`src/hw/rtl/gbn_pkg.sv`:
```
`timescale 1ns / 1ps

package gbn_pkg;

   // Default sizing
   localparam int MAX_KEPT_DEF   = 64;
   localparam int COORD_BITS_DEF = 16;

   // IoU threshold register, Q1.8
   localparam int             THR_W               = 9;
   localparam int             IOU_FRAC_BITS       = 8;
   localparam logic [THR_W-1:0] IOU_THRESHOLD_RESET = 9'd115;

   // Running box position within a frame, saturating
   localparam int                INDEX_W   = 16;
   localparam logic [INDEX_W-1:0] INDEX_MAX = '1;

   // Compare pipeline back to the sequencer
   typedef struct packed {
      logic busy;   // a kept box is still in flight
      logic hit;    // a kept box suppresses the current one
   } gbn_status_type;

   // Decision for one box
   typedef struct packed {
      logic               keep;
      logic               overflow;
      logic [INDEX_W-1:0] box_index;
   } gbn_result_type;

endpackage

```
`src/hw/rtl/gbn_iou_unit.sv`:
```
`timescale 1ns / 1ps

module gbn_iou_unit #(
   parameter int COORD_BITS = gbn_pkg::COORD_BITS_DEF
) (
   input  logic                          clock,
   input  logic                          reset,
   input  logic [gbn_pkg::THR_W-1:0]     thr,
   input  logic signed [COORD_BITS-1:0]  cur_left,
   input  logic signed [COORD_BITS-1:0]  cur_top,
   input  logic [COORD_BITS-1:0]         cur_width,
   input  logic [COORD_BITS-1:0]         cur_height,
   input  logic [2*COORD_BITS-1:0]       cur_area,
   input  logic                          rd_valid,
   input  logic [4*COORD_BITS-1:0]       rd_data,
   output gbn_pkg::gbn_status_type       status
);

   localparam int C      = COORD_BITS;
   localparam int EW     = C + 2;                  // edge width, left + width
   localparam int AREA_W = 2 * C;
   localparam int UW     = AREA_W + 1;             // union width
   localparam int PW     = UW + gbn_pkg::THR_W;    // product width

   // Kept box fields
   logic signed [C-1:0] b_left;
   logic signed [C-1:0] b_top;
   logic [C-1:0]        b_width;
   logic [C-1:0]        b_height;

   // Edges
   logic signed [EW-1:0] a_l, a_r, a_t, a_b;
   logic signed [EW-1:0] k_l, k_r, k_t, k_b;
   logic signed [EW-1:0] lo_x, hi_x, lo_y, hi_y, dx, dy;
   logic [C-1:0]         span_x, span_y;

   // Stage registers
   logic              s1_v_ff, s2_v_ff, s3_v_ff, s4_v_ff;
   logic [C-1:0]      span_x_ff, span_y_ff, bw_ff, bh_ff;
   logic [AREA_W-1:0] inter_ff, b_area_ff, inter3_ff;
   logic [UW-1:0]     union_ff;
   logic              hit_ff;

   logic [PW-1:0] lhs, rhs;

   assign b_left   = signed'(rd_data[4*C-1:3*C]);
   assign b_top    = signed'(rd_data[3*C-1:2*C]);
   assign b_width  = rd_data[2*C-1:C];
   assign b_height = rd_data[C-1:0];

   assign a_l = EW'(cur_left);
   assign a_t = EW'(cur_top);
   assign a_r = a_l + signed'(EW'(cur_width));
   assign a_b = a_t + signed'(EW'(cur_height));
   assign k_l = EW'(b_left);
   assign k_t = EW'(b_top);
   assign k_r = k_l + signed'(EW'(b_width));
   assign k_b = k_t + signed'(EW'(b_height));

   assign lo_x = (a_l > k_l) ? a_l : k_l;
   assign hi_x = (a_r < k_r) ? a_r : k_r;
   assign lo_y = (a_t > k_t) ? a_t : k_t;
   assign hi_y = (a_b < k_b) ? a_b : k_b;
   assign dx   = hi_x - lo_x;
   assign dy   = hi_y - lo_y;

   // Overlap span never exceeds either width, so C bits hold it
   assign span_x = (hi_x > lo_x && hi_y > lo_y) ? dx[C-1:0] : '0;
   assign span_y = (hi_x > lo_x && hi_y > lo_y) ? dy[C-1:0] : '0;

   // inter * 256 against thr * union
   assign lhs = PW'({inter3_ff, gbn_pkg::IOU_FRAC_BITS'(0)});
   assign rhs = PW'(thr) * PW'(union_ff);

   always_ff @(posedge clock) begin
      if (reset) begin
         s1_v_ff <= 1'b0;
         s2_v_ff <= 1'b0;
         s3_v_ff <= 1'b0;
         s4_v_ff <= 1'b0;
      end else begin
         s1_v_ff <= rd_valid;
         s2_v_ff <= s1_v_ff;
         s3_v_ff <= s2_v_ff;
         s4_v_ff <= s3_v_ff;
      end
      // stage 1: overlap spans
      span_x_ff <= span_x;
      span_y_ff <= span_y;
      bw_ff     <= b_width;
      bh_ff     <= b_height;
      // stage 2: intersection and kept area
      inter_ff  <= AREA_W'(span_x_ff) * AREA_W'(span_y_ff);
      b_area_ff <= AREA_W'(bw_ff) * AREA_W'(bh_ff);
      // stage 3: union
      union_ff  <= UW'(cur_area) + UW'(b_area_ff) - UW'(inter_ff);
      inter3_ff <= inter_ff;
      // stage 4: threshold test
      hit_ff    <= lhs > rhs;
   end

   assign status.busy = rd_valid | s1_v_ff | s2_v_ff | s3_v_ff | s4_v_ff;
   assign status.hit  = s4_v_ff & hit_ff;

endmodule

```
`config.mk`:
```
export PLATFORM = sky130hd
export DESIGN_NAME = gbn_iou_unit
export DESIGN_NICKNAME = d
export VERILOG_FILES = /design/src/hw/rtl/gbn_pkg.sv /design/src/hw/rtl/gbn_iou_unit.sv
export SDC_FILE = /design/constraint.sdc
export NUM_CORES = 2
export LEC_CHECK = 0
export ABC_AREA = 0
export BUFFER_PORTS_ARGS = -buffer_cell sky130_fd_sc_hd__buf_2
export CAP_MARGIN = 20
export CORE_ASPECT_RATIO = 1.5
export CORE_MARGIN = 10
export CORE_UTILIZATION = 40
export CTS_CLUSTER_SIZE = 28
export DETAILED_ROUTE_END_ITERATION = 6
export MAX_ROUTING_LAYER = met4
export SLEW_MARGIN = 10
export SYNTH_ARGS = -nofsm -noshare
export SYNTH_HDL_FRONTEND = slang
export SYNTH_SLANG_ARGS = --single-unit
```
`constraint.sdc`:
```
create_clock -name clock -period 8.65 [get_ports clock]
set_clock_uncertainty 0.1 [all_clocks]
set_input_delay 0.865 -clock clock [delete_from_list [all_inputs] [get_ports clock]]
set_output_delay 0.865 -clock clock [all_outputs]
set_load 0.03 [all_outputs]
```
==> flow_metrics.py <==
metrics = {
    "sta": {
        "fmax_mhz": 128,
        "slew_violations": 0,
        "rsz0062_at_grt": "no",
        "hold_viol_final": 0,
        "timing.final.crit_share": 0.904,
        "tns_ns": 0,
        "tightest_slew_ns": 0.957,
        "slew_headroom": 0.361,
        "setup_viol": 0,
        "fin_crit_ns": 7.82,
    },
    "min_path": {
        "hold_start": "inter_ff[31]",
        "hold_end": "inter3_ff[31]",
        "hp-class": "register to register",
        "min_path_cells": 0,
    },
    "yosys": {
        "syn_avg_cell_area_um2": 8.70,
        "ys_warn_count": 0,
        "ys_ff_latch": 198,
        "synth_area_um2": 39800,
        "ys_seq_area_frac": 0.0997,
        "syn_nets": 5892,
        "ys_async_sr_fraction": 0,
        "synth-edff-count": 0,
        "syn_inst": 4571,
        "yosysUniqueCellTypes": 71,
        "synth-main-ff-cell": "dfxtp_1",
    },
    "die": {
        "start_util": 0.403,
        "boundaryPins": 174,
        "dieArea_um2": 113000,
        "die_h_um": 406,
        "design.core.area_um2": 98600,
        "fp.dieW_um": 277,
        "rows": 141,
    },
    "worst_setup_path": {
        "crit_path_max_fanout": 24,
        "critPathKind": "input pin to register",
        "worstPathArrival_ns": 8.18,
        "cp-start-kind": "input pin",
        "r2r_cells": 26,
        "critPathCaptureType": "register",
        "r2r-start": "union_ff[3]",
        "critical-path-slowest-cell": "fa_1",
        "cp.required_ns": 9.01,
        "slowest_delay_ns": 0.60,
        "r2r_slack_ns": 1.17,
        "worst_r2r_endpoint": "hit_ff",
    },
    "clock_network": {
        "cts_hold_buf": 0,
        "tritoncts": "built",
        "post_cts_resized": 0,
        "ctsLongestPathBuffers": 2,
        "clkLatencyLatePin_ns": 0.51,
        "postCtsSetupBuffers": 0,
        "path_clk_slew_ns": 0.08,
        "cts_root_buffer": "clkbuf_16",
        "htree_levels": 4,
        "cts_buffers": 17,
        "clock-sinks": 198,
    },
    "layout": {
        "num-fill-cells": 9878,
        "diodes": 0,
        "final_cell_mix": "947 x inv_1, 644 x fa_1, 563 x nand2_1",
        "fin_nets": 6000,
        "layoutNonFillerInstCount": 5979,
        "area_growth_pct": 7.24,
        "layout-drive-gt1-share": 0.0571,
        "final_common_cell": "inv_1",
    },
    "routing": {
        "wl_per_cell_um": 18.3,
        "drt_iter0_markers": 1460,
        "totalWireLength_mm": 109,
        "vias": 30779,
        "vias_per_cell": 5.15,
        "drc": 0,
        "ant_nets": 0,
        "drtPass1Iterations": 5,
    },
    "status": {
        "status": "finished clean",
    },
    "placement": {
        "gp_congestion": 0.920,
        "io_buffers": 173,
        "dp.cells": 5947,
        "dp_hpwl_mm": 93.1,
    },
    "flow_run": {
        "cap_viol_max_count": 0,
    },
    "global_route": {
        "grt_pass1_vias": 33458,
        "grt_pass1_wl_mm": 178,
        "grt_overflow": 0,
        "grt_max_degree": 33,
        "track_usage": 0.204,
        "antenna_found_initial": 0,
    },
}
[critical path, delay by kind of cell]
family | cells | cell delay (ns)
compound gates | 12 | 3.12
xor+xnor | 1 | 0.13
simple gates | 4 | 0.73
buf+inv | 5 | 0.88
fa+ha+maj | 6 | 2.43
[layout make-up]
class / instances / area [um2] / share of cell area
Timing Repair Buffer: 207 / 1120 / 0.0263
Sequential cell: 198 / 3960 / 0.0929
Clock buffer: 17 / 425 / 0.00998
Inverter: 947 / 3550 / 0.0834
Multi-Input combinational cell: 3308 / 31800 / 0.746
Clock inverter: 15 / 164 / 0.00384
Tap cell: 1287 / 1610 / 0.0378
[worst max path at each step]
stage           startpoint            to  slack (ns)  cells after the start
5_1_grt             thr[0]        hit_ff        0.16                     28
3_5_place_dp        thr[0]        hit_ff        0.20                     28
6_report            thr[0]        hit_ff        0.83                     28
3_3_place_gp        thr[0]        hit_ff        0.36                     28
4_1_cts             thr[0]        hit_ff        0.77                     28
2_1_floorplan  cur_left[1]  span_y_ff[9]        1.20                     31
[cells in the mapped netlist, types with 4 or more instances]
library cell / count / area (um2)
clkbuf_1: 112 / 420
xnor2_1: 138 / 1210
fa_1: 644 / 12900
inv_1: 947 / 3550
a2111oi_0: 9 / 78.8
xor2_1: 65 / 569
and2_1: 342 / 2140
o31ai_1: 5 / 37.5
a211o_1: 15 / 131
and4_1: 8 / 70.1
nor2_1: 141 / 529
a211oi_1: 23 / 173
o21a_1: 39 / 293
or2_2: 6 / 37.5
o22ai_1: 6 / 37.5
nand2b_1: 40 / 250
or3_1: 12 / 75.1
nor4_1: 5 / 31.3
nor2b_1: 32 / 200
nand4_1: 28 / 175
and3_1: 19 / 119
ha_1: 505 / 6320
dfxtp_1: 198 / 3960
nand2_1: 563 / 2110
buf_2: 6 / 30.0
o21bai_1: 40 / 300
a31oi_1: 21 / 131
o41ai_1: 4 / 35.0
a221oi_1: 8 / 70.1
a21oi_1: 185 / 926
a31o_2: 7 / 61.3
o21ai_0: 103 / 515
nand3_1: 34 / 170
mux2i_1: 45 / 450
nor3_1: 31 / 155
o211ai_1: 8 / 60.1
a21o_1: 115 / 863
o2111ai_1: 6 / 52.6
mux2_2: 6 / 67.6
[sequential cells by signal, summed over array words and instances (netlist names), 16 cells and up]
name / cells
span_x_ff: 16
bh_ff: 16
inter3_ff: 32
b_area_ff: 32
union_ff: 33
inter_ff: 32
span_y_ff: 16
bw_ff: 16
[per-stage QoR]
| step | hold WS (ns) | utilization | instance area (um2) | setup slack (ns) |
|---|---|---|---|---|
| floorplan | 0.231 | - | 39800 | 1.20 |
| global placement | 0.264 | 0.426 | 42100 | 0.357 |
| detailed placement | 0.255 | 0.426 | 42100 | 0.205 |
| CTS | 0.266 | 0.432 | 42600 | 0.765 |
| global route | 0.273 | 0.432 | 42600 | 0.163 |
| finish | 0.264 | 0.432 | 42600 | 0.827 |
[metal layers]
layer	share of wire	global-route usage	vias to the layer above
li1	-	-	14526
met1	0.40	0.224	15371
met2	0.53	0.377	701
met3	0.030	0.0189	181
met4	0.037	0.0773	0
met5	0	-	-
[logic make-up (layout without fill, tap and decap cells)]
logic type / after synthesis / after routing / share of synthesized area
and+or+nand+nor: 1277 / 1277 / 0.156
muxes: 51 / 51 / 0.0130
xor gates and xnor gates: 203 / 203 / 0.0447
DFF: 198 / 198 / 0.0997
buffers and inverters: 1065 / 1186 / 0.101
AOI/OAI and AO/OA: 628 / 628 / 0.103
adders and majority gates: 1149 / 1149 / 0.483
Power is not shown: default switching activity piles up to over one toggle a cycle in this logic, so the estimate is an artifact.
