[src/hw/rtl/gbn_pkg.sv]
`timescale 1ns / 1ps

package gbn_pkg;

   // Default sizing
   localparam int MAX_KEPT_DEF   = 64;
   localparam int COORD_BITS_DEF = 16;

   // IoU threshold register, Q1.8
   localparam int             THR_W               = 9;
   localparam int             IOU_FRAC_BITS       = 8;
   localparam logic [THR_W-1:0] IOU_THRESHOLD_RESET = 9'd115;

   // Running box position within a frame, saturating
   localparam int                INDEX_W   = 16;
   localparam logic [INDEX_W-1:0] INDEX_MAX = '1;

   // Compare pipeline back to the sequencer
   typedef struct packed {
      logic busy;   // a kept box is still in flight
      logic hit;    // a kept box suppresses the current one
   } gbn_status_type;

   // Decision for one box
   typedef struct packed {
      logic               keep;
      logic               overflow;
      logic [INDEX_W-1:0] box_index;
   } gbn_result_type;

endpackage

[src/hw/rtl/gbn_ctrl.sv]
`timescale 1ns / 1ps

module gbn_ctrl #(
   parameter int  MAX_KEPT   = gbn_pkg::MAX_KEPT_DEF,
   parameter int  COORD_BITS = gbn_pkg::COORD_BITS_DEF,
   localparam int AW         = (MAX_KEPT > 1) ? $clog2(MAX_KEPT) : 1
) (
   input  logic                          clock,
   input  logic                          reset,
   input  logic                          req_valid,
   output logic                          req_stall,
   input  logic                          req_frame_start,
   input  logic signed [COORD_BITS-1:0]  req_box_left,
   input  logic signed [COORD_BITS-1:0]  req_box_top,
   input  logic [COORD_BITS-1:0]         req_box_width,
   input  logic [COORD_BITS-1:0]         req_box_height,
   output logic signed [COORD_BITS-1:0]  cur_left_ff,
   output logic signed [COORD_BITS-1:0]  cur_top_ff,
   output logic [COORD_BITS-1:0]         cur_width_ff,
   output logic [COORD_BITS-1:0]         cur_height_ff,
   output logic [2*COORD_BITS-1:0]       cur_area_ff,
   output logic                          rd_en,
   output logic [AW-1:0]                 rd_addr,
   output logic                          wr_en,
   output logic [AW-1:0]                 wr_addr,
   output logic [4*COORD_BITS-1:0]       wr_data,
   input  gbn_pkg::gbn_status_type       status,
   input  logic                          rsp_free,
   output logic                          res_valid,
   output gbn_pkg::gbn_result_type       res
);

   localparam int CW     = $clog2(MAX_KEPT + 1);
   localparam int AREA_W = 2 * COORD_BITS;

   typedef enum logic [2:0] {
      ST_IDLE,
      ST_AREA,
      ST_SCAN,
      ST_DRAIN,
      ST_DECIDE
   } state_type;

   state_type                    state_ff;
   logic [CW-1:0]                count_ff;
   logic [CW-1:0]                idx_ff;
   logic [gbn_pkg::INDEX_W-1:0]  frame_idx_ff;
   logic                         suppress_ff;
   logic                         full;
   logic                         finish;

   assign full      = (count_ff == CW'(MAX_KEPT));
   assign finish    = (state_ff == ST_DECIDE) && rsp_free;
   assign req_stall = (state_ff != ST_IDLE);

   assign rd_en   = (state_ff == ST_SCAN) && (idx_ff < count_ff);
   assign rd_addr = idx_ff[AW-1:0];

   assign wr_en   = finish && !suppress_ff && !full;
   assign wr_addr = count_ff[AW-1:0];
   assign wr_data = {cur_left_ff, cur_top_ff, cur_width_ff, cur_height_ff};

   assign res_valid     = finish;
   assign res.keep      = !suppress_ff;
   assign res.overflow  = !suppress_ff && full;
   assign res.box_index = frame_idx_ff;

   always_ff @(posedge clock) begin
      if (reset) begin
         state_ff     <= ST_IDLE;
         count_ff     <= '0;
         idx_ff       <= '0;
         frame_idx_ff <= '0;
         suppress_ff  <= 1'b0;
      end else begin
         unique case (state_ff)
            ST_IDLE: begin
               if (req_valid) begin
                  cur_left_ff   <= req_box_left;
                  cur_top_ff    <= req_box_top;
                  cur_width_ff  <= req_box_width;
                  cur_height_ff <= req_box_height;
                  suppress_ff   <= 1'b0;
                  if (req_frame_start) begin
                     count_ff     <= '0;
                     frame_idx_ff <= '0;
                  end
                  state_ff <= ST_AREA;
               end
            end
            ST_AREA: begin
               cur_area_ff <= AREA_W'(cur_width_ff) * AREA_W'(cur_height_ff);
               idx_ff      <= '0;
               state_ff    <= ST_SCAN;
            end
            ST_SCAN: begin
               if (idx_ff < count_ff) begin
                  idx_ff <= idx_ff + CW'(1);
               end else begin
                  state_ff <= ST_DRAIN;
               end
            end
            ST_DRAIN: begin
               if (!status.busy) begin
                  state_ff <= ST_DECIDE;
               end
            end
            ST_DECIDE: begin
               if (rsp_free) begin
                  if (!suppress_ff && !full) begin
                     count_ff <= count_ff + CW'(1);
                  end
                  if (frame_idx_ff != gbn_pkg::INDEX_MAX) begin
                     frame_idx_ff <= frame_idx_ff + gbn_pkg::INDEX_W'(1);
                  end
                  state_ff <= ST_IDLE;
               end
            end
            default: state_ff <= ST_IDLE;
         endcase
         if (status.hit) begin
            suppress_ff <= 1'b1;
         end
      end
   end

endmodule

[config.mk]
export PLATFORM = sky130hd
export DESIGN_NAME = gbn_ctrl
export DESIGN_NICKNAME = d
export VERILOG_FILES = /design/src/hw/rtl/gbn_pkg.sv /design/src/hw/rtl/gbn_ctrl.sv
export SDC_FILE = /design/constraint.sdc
export NUM_CORES = 1
export LEC_CHECK = 0
export ABC_AREA = 1
export BUFFER_PORTS_ARGS = -buffer_cell sky130_fd_sc_hd__buf_2
export CAP_MARGIN = 0
export CORE_ASPECT_RATIO = 1.4
export CORE_UTILIZATION = 58
export DETAILED_ROUTE_END_ITERATION = 8
export PLACE_DENSITY = 0.82
export SKIP_LAST_GASP = 1
export SYNTH_ARGS = -nofsm -noshare
export SYNTH_HDL_FRONTEND = slang
export SYNTH_SLANG_ARGS = --single-unit
export TNS_END_PERCENT = 10
[constraint.sdc]
create_clock -name clock -period 8.2 [get_ports clock]
set_clock_uncertainty 0.1 [all_clocks]
set_input_delay 1.23 -clock clock [delete_from_list [all_inputs] [get_ports clock]]
set_output_delay 1.23 -clock clock [all_outputs]
set_load 0.01 [all_outputs]
==> out/qor.txt, run 1 <==
DETAILED ROUTING
--------------------------------------------------------------------------------------
Count of routing violations after the opening detailed-route iteration             789
Average detailed-routed wire length per instance                               15.1 um
Vias post-DR                                                                     12000
Drc violations                                                                       0
Routed vias/inst                                                                  5.11
Post-Route WL                                                                  35.6 mm
Count of antenna-violating nets left after detailed routing                          0
First drt pass iteration count                                                       8

YOSYS
--------------------------------------------------------------------------------------
Sequential fraction of the synthesis area                                        23.8%
Top area cells in the synthesized netlist                                 fa_1 26%, edfxtp_1 19%, nand2_1 14%
Number of standard cells after synthesis                                          1885
Leading cell types by count after synthesis                               551 x nand2_1, 482 x inv_1, 194 x fa_1
Synthesis warning total                                                              0
Nets in the synthesized netlist                                                   2264
Dominant synthesized flop cell                                                edfxtp_1
Synthesized cell area                                                        15000 um2
Synth unique cells                                                                  28
Number of synthesized flops with an enable pin                                      96
Area share of the largest cell type after synthesis                              25.9%
Most used standard cell by instance count after synthesis                      nand2_1
Average size of a mapped cell                                                 7.95 um2
Synth async-reset ratio                                                             0%
#FFs+latches synth                                                                 130
Cell taking the most area after synthesis                                         fa_1

FLOORPLANNING
--------------------------------------------------------------------------------------
Total die area                                                               26500 um2
Top-level I/O count                                                                265
X dimension of the die                                                          138 um
Area of the core                                                             25400 um2
Number of rows created at floorplan                                                 69
Height of the die                                                               192 um
Initial cell density of the core                                                 59.1%

CLOCK TREE
--------------------------------------------------------------------------------------
Clock tree from TritonCTS                                                        built
Resized Gates After CTS                                                              0
Setup repair bufs after CTS                                                          0
Total clock buffers created by CTS                                                  17
Number of clock sinks seen by CTS                                                  130
Skew-Pair Late Insertion Delay                                                  440 ps
Max Root-Sink Buffers                                                                2
H-tree Lvls                                                                          4
Clock slew at reported path FFs                                                  70 ps
Quantity of hold-fixing buffers added after cts                                      0
Clk Tree Root Cell                                                           clkbuf_16

GLOBAL ROUTE
--------------------------------------------------------------------------------------
Largest net degree at the start of global routing                                   57
First-pass GRT wire length                                                     58.8 mm
Overflow left after global routing                                                   0
Antenna violations before repair                                                     0
Vias in the first global route                                                   12400
Global-route usage over all layers                                               28.7%

TIMING
--------------------------------------------------------------------------------------
Count of final max-slew check failures                                               0
FMAX                                                                           163 MHz
Time the worst path needs with I/O delays and setup                            6140 ps
Unrepaired setup endpoints after global routing                                     no
Final-report hold violation count                                                    0
Final critical-path share of the clock period                                    74.9%
Pin slew with the least headroom to its limit                                   985 ps
Count of final setup violators                                                       0
Setup TNS                                                                         0 ps
Worst-case headroom to the max-slew limit                                        34.0%

SETUP PATH
--------------------------------------------------------------------------------------
Ordered cell list for the critical path                                   nand2_1, fa_1, fa_1, fa_1, fa_1, inv_1, fa_1, inv_1, fa_1, inv_1, ha_1, nand2_1, nor2_1, nand3_1, nand3_1, nand2_1, nand3_1, nand2_1
Startpoint Class                                                                  flop
Cell type group with the largest total delay on the critical path          adder cells
Most numerous cell on the critical path                                           fa_1
Slowest stage cell, crit path                                                 edfxtp_1
Buf/Inv on CP                                                                        3
Critical path data required time                                               8300 ps
Peak fanout along the critical path                                                 18
Arrival time at the worst endpoint                                             6240 ps
Maximum single-stage delay on the critical path                                 880 ps
Endpoint class of the critical path                                               flop
Critical Setup Path Class                                                   reg -> reg

FINISH
--------------------------------------------------------------------------------------
Area delta synth->final                                                          10.2%
Fill cells                                                                        2077
Layout cells sized above 1                                                       15.3%
Antenna Cells                                                                        0
Final net count                                                                   2404

RUN STATUS
--------------------------------------------------------------------------------------
Outcome                                                                   finished clean

RUN
--------------------------------------------------------------------------------------
Max-cap violation count                                                              0

PLACED DESIGN
--------------------------------------------------------------------------------------
Weighted congestion reported at the end of routability-driven placement          0.926
Number of port buffers                                                             264
Final HPWL DP                                                                  28.8 mm

WORST HOLD PATH
--------------------------------------------------------------------------------------
Type of the worst min-delay path                                            reg -> reg

[flip-flops by register name, indices dropped and copies added, names as in the netlist]
signal         flops
count_ff           7
frame_idx_ff      16
cur_left_ff       16
suppress_ff        1
cur_height_ff     16
cur_area_ff       32
cur_width_ff      16
state_ff           3
cur_top_ff        16
idx_ff             7
[final cells by class]
| cell class | instances | area [um2] | area share [%] |
|---|---|---|---|
| Inverter | 484 | 1820 | 11.0 |
| Multi-Input combinational cell | 1125 | 8780 | 53.1 |
| Clock buffer | 17 | 425 | 2.58 |
| Tap cell | 319 | 399 | 2.42 |
| Timing Repair Buffer | 267 | 1340 | 8.14 |
| Clock inverter | 15 | 189 | 1.14 |
| Sequential cell | 130 | 3560 | 21.6 |
[cells in the final DEF, fill, tap and decap left out, drive strengths merged]
master | synthesis | routed
a21o | 3 | 3
a21oi | 38 | 38
a31oi | 1 | 1
buf | 78 | 267
bufinv | 0 | 2
clkbuf | 68 | 17
clkinv | 0 | 4
dfxtp | 34 | 34
edfxtp | 96 | 96
fa | 194 | 194
ha | 114 | 114
inv | 484 | 493
nand2 | 555 | 555
nand3 | 66 | 66
nand3b | 2 | 2
nand4 | 15 | 15
nor2 | 87 | 87
nor3 | 7 | 7
nor3b | 2 | 2
o21ai | 17 | 17
xnor2 | 4 | 4
xor2 | 20 | 20
[cells by family after synthesis]
kind of cell,count (synthesis),share of synthesized area (%)
compound gates,59,2.05
buf+inv,630,17.8
fa+ha+maj,308,35.4
simple gates,734,19.6
flops,130,23.8
xor+xnor,24,1.40
[worst register-to-register path: stages (launching register included)]
cell and delay, ps:
edfxtp_1 880, nand2_1 250, fa_1 570, fa_1 470, fa_1 510, fa_1 550, inv_1 50, fa_1 510
inv_1 70, fa_1 530, inv_1 40, ha_1 350, nand2_1 110, nor2_1 280, nand3_1 120, nand3_1 240
nand2_1 120, nand3_1 100, nand2_1 60
[path summary, 6_finish.rpt]
check	startpoint	to	cells after the start	slack (ps)
worst min-delay path	frame_idx_ff[1]	frame_idx_ff[1]	2	410
worst max register to register	cur_width_ff[9]	cur_area_ff[30]	18	2060
worst max-delay path	cur_width_ff[9]	cur_area_ff[30]	18	2060
worst min register to register	frame_idx_ff[1]	frame_idx_ff[1]	2	410
[per-stage QoR]
step | hold WS [ps] | instance area, um2 | instances | worst slack, ps | utilization [%]
after detailed placement | 393 | 15900 | 2325 | 2160 | 62.6
after global placement | 374 | 15900 | 2325 | 2240 | 62.6
after CTS | 405 | 16500 | 2357 | 2130 | 65.1
final | 413 | 16500 | 2357 | 2060 | 65.1
after global routing | 437 | 16500 | 2357 | 1820 | 65.1
after floorplan | 363 | 15000 | 1885 | 1740 | -
[routing by layer]
layer	vias to the layer above	global-route usage (%)	wire length, um
met2	431	52.2	18700
li1	5719	-	-
met1	5795	33.2	13900
met4	0	11.9	1260
met5	-	0	0
met3	91	4.28	1800
Power of run 1 is left out: the tool's default activity adds up to more than one toggle a clock period on the data nets, which glitch-free logic cannot reach.
==> run 2, diff against run 1 <==
ABC_AREA = 0   (was 1)
CORE_UTILIZATION = 52   (was 58)
PLACE_DENSITY = 0.79   (was 0.82)
clock period = 5.2 ns   (was 8.2 ns; I/O delays follow)
==> out/qor.txt, run 2 <==
CLOCK TREE
--------------------------------------------------------------------------------------
Skew-Pair Late Insertion Delay                                                  440 ps
Clock slew at reported path FFs                                                  60 ps
H-tree Lvls                                                                          4
Total clock buffers created by CTS                                                  17
Max Root-Sink Buffers                                                                2
Number of clock sinks seen by CTS                                                  130
Clock tree from TritonCTS                                                        built
Clk Tree Root Cell                                                           clkbuf_16

YOSYS
--------------------------------------------------------------------------------------
Number of synthesized flops with an enable pin                                      96
Top area cells in the synthesized netlist                                 fa_1 28%, edfxtp_1 20%, ha_1 10%
Synth async-reset ratio                                                             0%
Cell taking the most area after synthesis                                         fa_1
Average size of a mapped cell                                                 9.98 um2
Sequential fraction of the synthesis area                                        25.3%
Area share of the largest cell type after synthesis                              27.6%
Most used standard cell by instance count after synthesis                        inv_1
Nets in the synthesized netlist                                                   1790
Synth unique cells                                                                  70
Number of standard cells after synthesis                                          1411
Synthesis warning total                                                              0
Synthesized cell area                                                        14100 um2
Dominant synthesized flop cell                                                edfxtp_1
#FFs+latches synth                                                                 130
Leading cell types by count after synthesis                               241 x inv_1, 194 x fa_1, 174 x nand2_1

SETUP PATH
--------------------------------------------------------------------------------------
Endpoint class of the critical path                                               flop
Peak fanout along the critical path                                                  6
Reg2Reg Depth                                                                       19
Setup slack, reg-to-reg                                                        -700 ps
Startpoint Class                                                                  flop
Arrival time at the worst endpoint                                             5970 ps
Start of the worst register-to-register path                              cur_height_ff[6]
Critical Setup Path Class                                                   reg -> reg
Reg-to-Reg End                                                            cur_area_ff[24]
Critical path data required time                                               5270 ps

FLOORPLANNING
--------------------------------------------------------------------------------------
Number of rows created at floorplan                                                 70
Top-level I/O count                                                                265
Area of the core                                                             26400 um2
Initial cell density of the core                                                 53.4%
Total die area                                                               27800 um2
X dimension of the die                                                          141 um
Height of the die                                                               197 um

PLACED DESIGN
--------------------------------------------------------------------------------------
Worst Setup Slack post-DPL                                                     -701 ps
Weighted congestion reported at the end of routability-driven placement          0.910
Final HPWL DP                                                                  29.4 mm
Number of port buffers                                                             264

DETAILED ROUTING
--------------------------------------------------------------------------------------
Routed vias/inst                                                                  5.24
Post-Route WL                                                                  35.9 mm
Count of routing violations after the opening detailed-route iteration             538
Vias post-DR                                                                     11200
First drt pass iteration count                                                       5
Drc violations                                                                       0
Average detailed-routed wire length per instance                               16.8 um
Count of antenna-violating nets left after detailed routing                          0

FINISH
--------------------------------------------------------------------------------------
Area delta synth->final                                                          22.7%
Layout cells sized above 1                                                       30.4%
Fill cells                                                                        1997
Final net count                                                                   2137
Antenna Cells                                                                        0
Most flops, register                                                       cur_area_ff
Commonest cells after routing, fill and taps aside                        264 x buf_2, 240 x inv_1, 188 x fa_1
Max reg flops                                                                       32
Most common cell after layout, fill and taps aside                               buf_2
Final design utilization                                                         65.6%

GLOBAL ROUTE
--------------------------------------------------------------------------------------
Largest net degree at the start of global routing                                   46
Global-route usage over all layers                                               26.4%
Vias in the first global route                                                   11600
Antenna violations before repair                                                     0
Overflow left after global routing                                                   0
First-pass GRT wire length                                                     56.4 mm

TIMING
--------------------------------------------------------------------------------------
Pin slew with the least headroom to its limit                                   690 ps
Final critical-path share of the clock period                                     114%
FMAX                                                                           169 MHz
Final-report hold violation count                                                    0
Time the worst path needs with I/O delays and setup                            5900 ps
Fin worst setup slack                                                          -704 ps
Count of final setup violators                                                      23
Count of final max-slew check failures                                               0
Unrepaired setup endpoints after global routing                                    yes
Worst-case headroom to the max-slew limit                                        53.6%

WORST HOLD PATH
--------------------------------------------------------------------------------------
Type of the worst min-delay path                                            reg -> reg
Worst-case hold path end point                                               idx_ff[6]
Depth of the worst hold-timing path                                                  1
Start point of the worst min-delay path                                      idx_ff[6]

RUN
--------------------------------------------------------------------------------------
Max-cap violation count                                                              0

RUN STATUS
--------------------------------------------------------------------------------------
Violated checks                                                           negative setup slack
Outcome                                                                   finished, violations left

## run 2: metal layers
metal,part of all wire (%),wire [um],vias up,global-route usage [%]
li1,-,-,5097,-
met1,35,12500,5508,28.4
met2,55,19800,447,49.6
met3,5.6,2010,107,4.47
met4,4.3,1550,0,12.6
met5,0,0,-,0
## run 2: through the flow
step / area, um2 / std cells / setup TNS, ps / hold slack (ps)
after floorplan: 14300 / 1411 / -5240 / 341
after global placement: 16500 / 2085 / -9320 / 378
after detailed placement: 16500 / 2085 / -11290 / 387
after CTS: 17200 / 2127 / -10430 / 403
after global routing: 17300 / 2131 / -15330 / 400
final: 17300 / 2131 / -10900 / 409
## run 2: cells by family after synthesis
family / synth area share (%)
buf+inv: 12.4
flops: 25.3
compound gates: 7.42
mux: 0.142
simple gates: 14.9
xor+xnor: 2.18
fa+ha+maj: 37.7
## run 2: layout make-up
type / count / area (um2) / area share, %
Sequential cell: 130 / 3560 / 20.6
Inverter: 241 / 905 / 5.23
Tap cell: 360 / 450 / 2.60
Clock buffer: 22 / 508 / 2.94
Clock inverter: 10 / 83.8 / 0.485
Timing Repair Buffer: 453 / 2790 / 16.1
Multi-Input combinational cell: 915 / 8990 / 52.0
## run 2: timing repair
item / 4_1_cts / 5_1_grt
pin swaps: 0 / 5
buffers inserted: 10 / 4
setup endpoints to repair: 24 / 24
resized for setup: 3 / 11
hold buffers: 0 / 0
## run 2: critical path, cell delays in order (launching register included)
cell and delay (ps):
edfxtp_1 540, buf_6 200, and2_1 170, fa_1 480
inv_1 60, fa_2 450, fa_2 550, inv_1 50
fa_2 370, fa_1 530, inv_1 50, fa_1 470
inv_1 40, ha_1 280, a21o_1 200, a21o_1 190
a2111o_1 420, o2111ai_1 160, a22oi_1 140, xnor2_1 170
## run 2: worst max-delay path by stage
stage | start | end | slack, ps
6_report | cur_height_ff[6] | cur_area_ff[24] | -700
5_1_grt | cur_height_ff[6] | cur_area_ff[28] | -840
4_1_cts | cur_height_ff[6] | cur_area_ff[27] | -660
3_5_place_dp | cur_height_ff[4] | cur_area_ff[31] | -700
3_3_place_gp | cur_height_ff[4] | cur_area_ff[31] | -590
2_1_floorplan | cur_height_ff[4] | cur_area_ff[28] | -460
Power of run 2 is left out for the same reason.
==> run 3, diff against run 2 <==
CELL_PAD_IN_SITES_DETAIL_PLACEMENT = 0   (was not set)
CELL_PAD_IN_SITES_GLOBAL_PLACEMENT = 1   (was not set)
CORE_UTILIZATION = 40   (was 52)
PLACE_DENSITY = not set   (was 0.79)
PLACE_DENSITY_LB_ADDON = 0.1   (was not set)
TNS_END_PERCENT = 100   (was 10)
==> out/qor.txt, run 3 (same netlist as run 2, synthesis figures left out) <==
SETUP PATH
--------------------------------------------------------------------------------------
Critical Setup Path Class                                                   reg -> reg
Reg2Reg Depth                                                                       21
Peak fanout along the critical path                                                  7
Arrival time at the worst endpoint                                             5900 ps
Startpoint Class                                                                  flop
Endpoint class of the critical path                                               flop
Critical path data required time                                               5290 ps

TIMING
--------------------------------------------------------------------------------------
Count of final max-slew check failures                                               0
Worst-case headroom to the max-slew limit                                        46.8%
Fin worst setup slack                                                          -615 ps
FMAX                                                                           172 MHz
Pin slew with the least headroom to its limit                                   790 ps
Time the worst path needs with I/O delays and setup                            5810 ps
Count of final setup violators                                                      20
Unrepaired setup endpoints after global routing                                    yes
Setup TNS                                                                     -9560 ps
Final-report hold violation count                                                    0
Final critical-path share of the clock period                                     112%

FINISH
--------------------------------------------------------------------------------------
Most flops, register                                                       cur_area_ff
Area delta synth->final                                                          28.3%
Commonest cells after routing, fill and taps aside                        264 x buf_2, 223 x inv_1, 191 x buf_4
Antenna Cells                                                                        0
Final net count                                                                   2166
Most common cell after layout, fill and taps aside                               buf_2
Max reg flops                                                                       32
Layout cells sized above 1                                                       35.6%

FLOORPLANNING
--------------------------------------------------------------------------------------
Height of the die                                                               224 um
Initial cell density of the core                                                 40.5%
X dimension of the die                                                          161 um
Top-level I/O count                                                                265
Number of rows created at floorplan                                                 81
Total die area                                                               36000 um2
Area of the core                                                             34800 um2

GLOBAL ROUTE
--------------------------------------------------------------------------------------
Vias in the first global route                                                   12000
Overflow left after global routing                                                   0
Global-route usage over all layers                                               22.8%
Antenna violations before repair                                                     0
First-pass GRT wire length                                                     62.3 mm
Largest net degree at the start of global routing                                   33

DETAILED ROUTING
--------------------------------------------------------------------------------------
Drc violations                                                                       0
Vias post-DR                                                                     11000
Average detailed-routed wire length per instance                               17.5 um
Count of antenna-violating nets left after detailed routing                          0
Count of routing violations after the opening detailed-route iteration             428
Post-Route WL                                                                  39.6 mm
First drt pass iteration count                                                       5
Routed vias/inst                                                                  4.88

RUN STATUS
--------------------------------------------------------------------------------------
Violated checks                                                           negative setup slack
Outcome                                                                   finished, violations left

CLOCK TREE
--------------------------------------------------------------------------------------
H-tree Lvls                                                                          4
Total clock buffers created by CTS                                                  17
Clk Tree Root Cell                                                           clkbuf_16
Clock tree from TritonCTS                                                        built
Number of clock sinks seen by CTS                                                  130
Skew-Pair Late Insertion Delay                                                  450 ps
Max Root-Sink Buffers                                                                2
Clock slew at reported path FFs                                                  80 ps

PLACED DESIGN
--------------------------------------------------------------------------------------
Number of port buffers                                                             264
Worst Setup Slack post-DPL                                                     -787 ps
Final HPWL DP                                                                  33.0 mm
Weighted congestion reported at the end of routability-driven placement          0.869

WORST HOLD PATH
--------------------------------------------------------------------------------------
Depth of the worst hold-timing path                                                  1
Type of the worst min-delay path                                            reg -> reg

RUN
--------------------------------------------------------------------------------------
Max-cap violation count                                                              0

run 3: changes by cell type in the layout (fill, tap and decap cells not counted), sizes merged:
cell	before	now
clkbuf	22	17
inv	249	251
buf	453	482
clkinv	2	5
run 3: critical path, stage by stage (launching register included):
cell      delay, ps
edfxtp_1        490
buf_4           200
and2_1          150
fa_1            530
inv_1            50
fa_1            530
inv_1            40
ha_1            220
fa_1            500
fa_1            490
inv_1            50
fa_1            600
inv_1            90
ha_4            280
and3_4          190
o21ai_2          50
o21ba_4         260
a41oi_4         140
o41ai_4         210
buf_4           190
a21oi_2          60
xnor2_1         120
run 3: metal layers:
layer	wire length (um)	vias to the layer above	GRT usage [%]
met1	13700	5565	23.0
met4	1250	0	9.19
met2	23600	233	46.1
met5	0	-	0
li1	-	5153	-
met3	984	59	2.76
run 3: worst paths after layout:
check,from,to,slack [ps]
max,cur_height_ff[4],cur_area_ff[27],-610
min,idx_ff[6],idx_ff[6],390
max reg2reg,cur_height_ff[4],cur_area_ff[27],-610
min reg2reg,idx_ff[6],idx_ff[6],390
run 3: area by class of cell:
type	instances	area (um2)
repair buffers	482	3090
well taps	456	571
clock inverters	15	176
fillers	3282	16700
inverters	241	905
multi-input cells	915	9350
flip-flops and latches	130	3560
clock buffers	17	425
run 3: through the flow:
| step | hold WS (ps) | util, % | instance area, um2 | instances |
|---|---|---|---|---|
| global placement | 379 | 48.1 | 16700 | 2191 |
| floorplan | 341 | - | 14400 | 1411 |
| global route | 377 | 52.0 | 18100 | 2256 |
| finish | 393 | 52.0 | 18100 | 2256 |
| CTS | 381 | 51.2 | 17800 | 2247 |
| detailed placement | 384 | 48.1 | 16700 | 2191 |
run 3: repair_timing:
| action | 4_1_cts | 5_1_grt |
|---|---|---|
| gates resized for setup | 63 | 44 |
| pin swaps | 38 | 33 |
| endpoints found under the hold margin | 0 | 0 |
| hold buffers | 0 | 0 |
| setup endpoints to repair | 24 | 24 |
| setup buffers | 26 | 9 |
Power of run 3 is left out for the same reason.
